[src/sv/tmpu_pkg.sv]
// Package: shared types, constants and tables of the tone map pixel unit.
`timescale 1ns / 1ps
`default_nettype none

package tmpu_pkg;

   localparam int FRAC_BITS_DEF = 16;

   localparam int LOG_W     = 37;   // 5 integer bits, 32 fraction bits
   localparam int LOG_LAT   = 34;   // normalize (2) + 32 squarings
   localparam int EXP_STEPS = 32;
   localparam int LANE_LAT  = LOG_LAT + 2 + EXP_STEPS + 2;
   // edges from the transfer edge to the edge that takes the result
   localparam int RSP_LAT   = LANE_LAT + 2;

   typedef enum logic [1:0] {
      MODE_CLAMP    = 2'd0,
      MODE_EQUALIZE = 2'd1,
      MODE_EQ_CLAMP = 2'd2,
      MODE_GAMMA    = 2'd3
   } tm_mode_type;

   typedef enum logic [1:0] {
      CSR_MODE  = 2'd0,
      CSR_MAX   = 2'd1,
      CSR_SCALE = 2'd2,
      CSR_GAMMA = 2'd3
   } csr_index_type;

   typedef struct packed {
      logic zero;   // input zero: result 0
      logic one;    // input at or above max, or zero exponent: result 1.0
   } gam_spec_type;

   typedef logic [31:0] exp_tab_type [EXP_STEPS];

   // 2^-(2^-i) in Q0.32 for i = 1..32, by repeated integer square roots
   function automatic exp_tab_type exp_table();
      exp_tab_type tab;
      logic [63:0] t;
      logic [63:0] v;
      logic [63:0] res;
      logic [63:0] bm;
      t = 64'h0000_0000_8000_0000;
      for (int i = 0; i < EXP_STEPS; i++) begin
         v   = t << 32;
         res = 64'd0;
         bm  = 64'd1 << 62;
         while (bm > v) bm = bm >> 2;
         while (bm != 64'd0) begin
            if (v >= res + bm) begin
               v   = v - (res + bm);
               res = (res >> 1) + bm;
            end else begin
               res = res >> 1;
            end
            bm = bm >> 2;
         end
         t      = res;
         tab[i] = t[31:0];
      end
      return tab;
   endfunction

endpackage

`default_nettype wire

[src/sv/tmpu_merge.sv]
// Output stage: gathers the three lane results into one result transfer.
`timescale 1ns / 1ps
`default_nettype none

module tmpu_merge #(
   parameter int FRAC_BITS = tmpu_pkg::FRAC_BITS_DEF
) (
   input  logic               clock,
   input  logic               reset,
   input  logic               lane_valid,
   input  logic [FRAC_BITS:0] lane_red,
   input  logic [FRAC_BITS:0] lane_green,
   input  logic [FRAC_BITS:0] lane_blue,
   output logic               rsp_valid,
   output logic [FRAC_BITS:0] rsp_red_out,
   output logic [FRAC_BITS:0] rsp_green_out,
   output logic [FRAC_BITS:0] rsp_blue_out
);
   import tmpu_pkg::*;

   logic               valid_ff;
   logic [FRAC_BITS:0] red_ff;
   logic [FRAC_BITS:0] green_ff;
   logic [FRAC_BITS:0] blue_ff;

   always_ff @(posedge clock) begin
      if (reset) begin
         valid_ff <= 1'b0;
      end else begin
         valid_ff <= lane_valid;
      end
   end

   always_ff @(posedge clock) begin
      red_ff   <= lane_red;
      green_ff <= lane_green;
      blue_ff  <= lane_blue;
   end

   assign rsp_valid     = valid_ff;
   assign rsp_red_out   = red_ff;
   assign rsp_green_out = green_ff;
   assign rsp_blue_out  = blue_ff;

endmodule

`default_nettype wire

[config.mk]
export PLATFORM = sky130hd
export DESIGN_NAME = tmpu_merge
export DESIGN_NICKNAME = d
export VERILOG_FILES = /design/src/sv/tmpu_pkg.sv /design/src/sv/tmpu_merge.sv
export SDC_FILE = /design/constraint.sdc
export NUM_CORES = 1
export LEC_CHECK = 0
export BUFFER_PORTS_ARGS = -buffer_cell sky130_fd_sc_hd__buf_2
export CORE_MARGIN = 2
export CORE_UTILIZATION = 30
export CTS_CLUSTER_DIAMETER = 120
export DETAILED_ROUTE_END_ITERATION = 8
export PLACE_DENSITY = 0.78
export SLEW_MARGIN = 40
export SYNTH_ARGS = -nofsm -noshare
export SYNTH_HDL_FRONTEND = slang
export SYNTH_SLANG_ARGS = --single-unit
export TNS_END_PERCENT = 5
[constraint.sdc]
create_clock -name clock -period 0.8 [get_ports clock]
set_input_delay 0.16 -clock clock [delete_from_list [all_inputs] [get_ports clock]]
set_output_delay 0.16 -clock clock [all_outputs]
set_load 0.05 [all_outputs]
== Word-level counts from Yosys, hierarchy flattened ==
Index checks and enable logic that the tools add are counted.
Word-level totals
  register bits after elaboration: 52
  bits in latches: 0
  bits in writable memories: 0
  ROM bits: 0
  input bits: 54
  output and inout port bits: 52
  word-level logic and storage cells: 4
  memories kept: 0
Operators by class
  add/subtract/negate cells: 0
  multipliers: 0
  divide/modulo/power cells: 0
  order comparisons: 0
  eq/ne operators: 0
  shift operators: 0
  multiplexer cells: 0
  bitwise operators: 0
  reductions and logical operators: 0

== Logic depth before layout (Yosys ltp) ==
  word-level depth: 0
  mapped depth: 1
  mapped depth without buffers: 1

== Worst setup path before layout ==
No wires, ideal clock.
  path kind: register -> output
  start: reg blue_ff[0] (netlist: rsp_blue_out[0])
  end: out rsp_blue_out[0]
  data arrival time: 587 ps
  data required time: 640 ps
  slack: 53 ps
  cell stages (with the launch flop): 1
  buffers on the path: 0
  cells stage by stage: dfxtp_1
RTL lines
  from (decl): line tmpu_merge.sv:24  | logic [FRAC_BITS:0] blue_ff;
  from (signal assigned): line tmpu_merge.sv:37  | blue_ff <= lane_blue;
  to (decl): line tmpu_merge.sv:17  | output logic [FRAC_BITS:0] rsp_blue_out
No word-level cell between the ends.

== Final worst setup path ==
  start: reg blue_ff[11] (netlist: rsp_blue_out[11])
  end: out rsp_blue_out[11]
No word-level cell between the ends.

==> run metrics <==
outcome=finished, violations left; violations in the final reports=setup timing; proportion of netlist area held by the largest area contributor=98.7%; number of cells traversed by the worst hold path=2; Buf+Inv Stages, Crit Path=1; count of distinct cell types in the synthesized netlist=2; post-layout min period=1020 ps; number of antenna violations at the first check in global routing=0; htree depth=2; Filler Cell Count=195; area of the multi-input gates=between 10 and 15 sq um; total die area=~0.004 sq mm; Post-Synthesis Cell Area=0.00105 sq mm; Core ar.=0.00336 sq mm; Min-Delay Startpoint=lane_valid; required time at the worst-slack endpoint=640 ps; Vias=1,029; nets@finish=271; share of power burned in combinational logic=23.1%; final std cells w/o fill=263; clk sinks=52; leading cell type in the layout, fill and taps excluded=sky130_fd_sc_hd__buf_2; area taken by flip-flops and latches=0.00111 sq mm; Inserted Diodes=0; VDD IR max=1.50 mV; die height=63.3 microns; Cell Rows=21; pin count of the biggest net entering global routing=15; CTS tree=done; P_sw=1.46 mW; synth warn=0; data arrival time of the critical path=approximately 860 ps; worst min-delay path class=input pin to register; via density per instance=about 3.9; number of instances in the placed design=204; wire length of the first global-routing pass=5.80 mm; hold violation count in the final report=0; detailed-router iteration count before antenna repair=3; post-synthesis cell type with the largest combined area=sky130_fd_sc_hd__dfxtp_1; Ports=106; final critical-path setup slack=-224 ps; Post-route DRC=0; unrepaired setup endpoints after global routing=yes; layout overhead on the synthesized area=162%; static leakage power=1.28 nW; buffer cell driving the clock tree root=sky130_fd_sc_hd__clkbuf_4; wire length reported by the detailed router=just under 4 mm; slew at the pin with the worst max-slew slack=135 ps; Gate Count Post-Synth=53; die width=63.3 microns; clock network power share=between 20% and 30%; number of max-cap violations=0; Sequential Power Share=between 50% and 60%; buffers from clock root to sink, at most=2; Non-Filler Cell Area, Final=0.00277 sq mm; power density over cell area=approximately 1900 mW/mm^2; Sw Ratio=27.4%; post-layout total power=5.31 mW; violation count after the first detailed-routing iteration=14; commonest non-fill, non-tap cells in the layout=sky130_fd_sc_hd__buf_2, sky130_fd_sc_hd__dlygate4sd3_1, sky130_fd_sc_hd__dfxtp_2; Synth area leaders=sky130_fd_sc_hd__dfxtp_1, sky130_fd_sc_hd__nor2b_4; count of input and output buffers=approximately 110; average detailed-routed wire length per instance=14.7 microns; remaining antenna violation count=0; nature of the critical path endpoint=output port; WHS=30.5 ps; Synthesized Nets=107; worst slew margin relative to its limit=91.0%; Fmax achieved=~1000 MHz; terminating pin of the worst hold path=rsp_valid; flip-flop and latch count after synthesis=52; Total GRT Usage=19.8%; gp weighted congestion=0.698; sequential cell area fraction in the yosys report=between 90% and 100%; vias in the first global route=1,220; final core utilization=82.3%; part of the cycle the worst path needs=128%; starting utilization of the core area=a little under a third; critical path start-end classification=register to output port; Synth Area per Inst=19.9 sq um; Slew Viols, Final=0; clock transition at the registers of the reported paths=130 ps; grt total ovfl=0; share of final-layout standard cells stronger than drive strength 1=76.0%; total setup violations reported at the end of the flow=52; Placed Instance Area=0.00164 sq mm; internal power component=~3.9 mW; Critical Path Max Stage Delay=roughly 370 ps; Slowest cell on crit path=sky130_fd_sc_hd__dfxtp_2; crit-path cells=buf_8; Crit Path Max Fanout=1; type of origin of the critical path=register; family of cells with the greatest summed delay on the critical path=flip-flops; cts bufs inserted=5
[kinds of logic after synthesis]
group,Yosys count,share of synthesized area (%)
DFF,52,98.7
and+or+nand+nor,1,1.30
[cell usage after synthesis]
cell type	number
sky130_fd_sc_hd__nor2b_4	1
sky130_fd_sc_hd__dfxtp_1	52
[power by group through the flow]
| stage | logic [mW] | clock network [mW] | registers (mW) |
|---|---|---|---|
| floorplan | 0.00442 | 0 | 3.32 |
| global placement | 0.758 | 0 | 2.81 |
| detailed placement | 0.763 | 0 | 2.82 |
| CTS | 1.17 | 1.26 | 2.83 |
| global route | 1.26 | 1.41 | 2.86 |
| finish | 1.23 | 1.24 | 2.85 |
[layout make-up]
class / count / share of cell area, %
repair buffers: 157 / 55.1
flip-flops and latches: 52 / 40.0
clock buffers: 7 / 2.35
well taps: 46 / 2.08
multi-input cells: 1 / 0.497
[flip-flops by register name (all words and copies together) (netlist names)]
name and cells:
rsp_red_out 17, rsp_blue_out 17, rsp_valid 1, rsp_green_out 17
[through the flow]
step / worst slack, ps / TNS, ps
2_1_floorplan: 52.7 / 0
3_3_place_gp: 79.6 / 0
3_5_place_dp: 81.5 / 0
4_1_cts: -237 / -11620
5_1_grt: -282 / -13400
6_report: -224 / -10720
[worst max path at each step]
stage | slack, ps | endpoint | start | cells after the start
4_1_cts | -240 | rsp_red_out[2] | rsp_red_out[2] | 1
3_3_place_gp | 80 | rsp_green_out[2] | rsp_green_out[2] | 1
2_1_floorplan | 50 | rsp_blue_out[0] | rsp_blue_out[0] | 0
5_1_grt | -280 | rsp_blue_out[2] | rsp_blue_out[2] | 1
6_report | -220 | rsp_blue_out[11] | rsp_blue_out[11] | 1
3_5_place_dp | 80 | rsp_red_out[2] | rsp_red_out[2] | 1
[per-layer routing]
metal	share of wire, %	GRT usage (%)	routed length, microns	up-vias
li1	-	-	-	485
met1	33	17.3	1300	459
met2	54	38.4	2100	74
met3	9.9	7.86	382	11
met4	2.5	9.78	97	0
met5	0	0	0	-
[timing repair]
| action | 4_1_cts | 5_1_grt |
|---|---|---|
| setup buffers | 0 | 0 |
| endpoints found under the hold margin | 52 | 0 |
| gates resized for setup | 180 | 17 |
| setup endpoints to repair | 52 | 52 |
| hold buffers | 52 | 0 |
(Power assumes the default switching activity.)
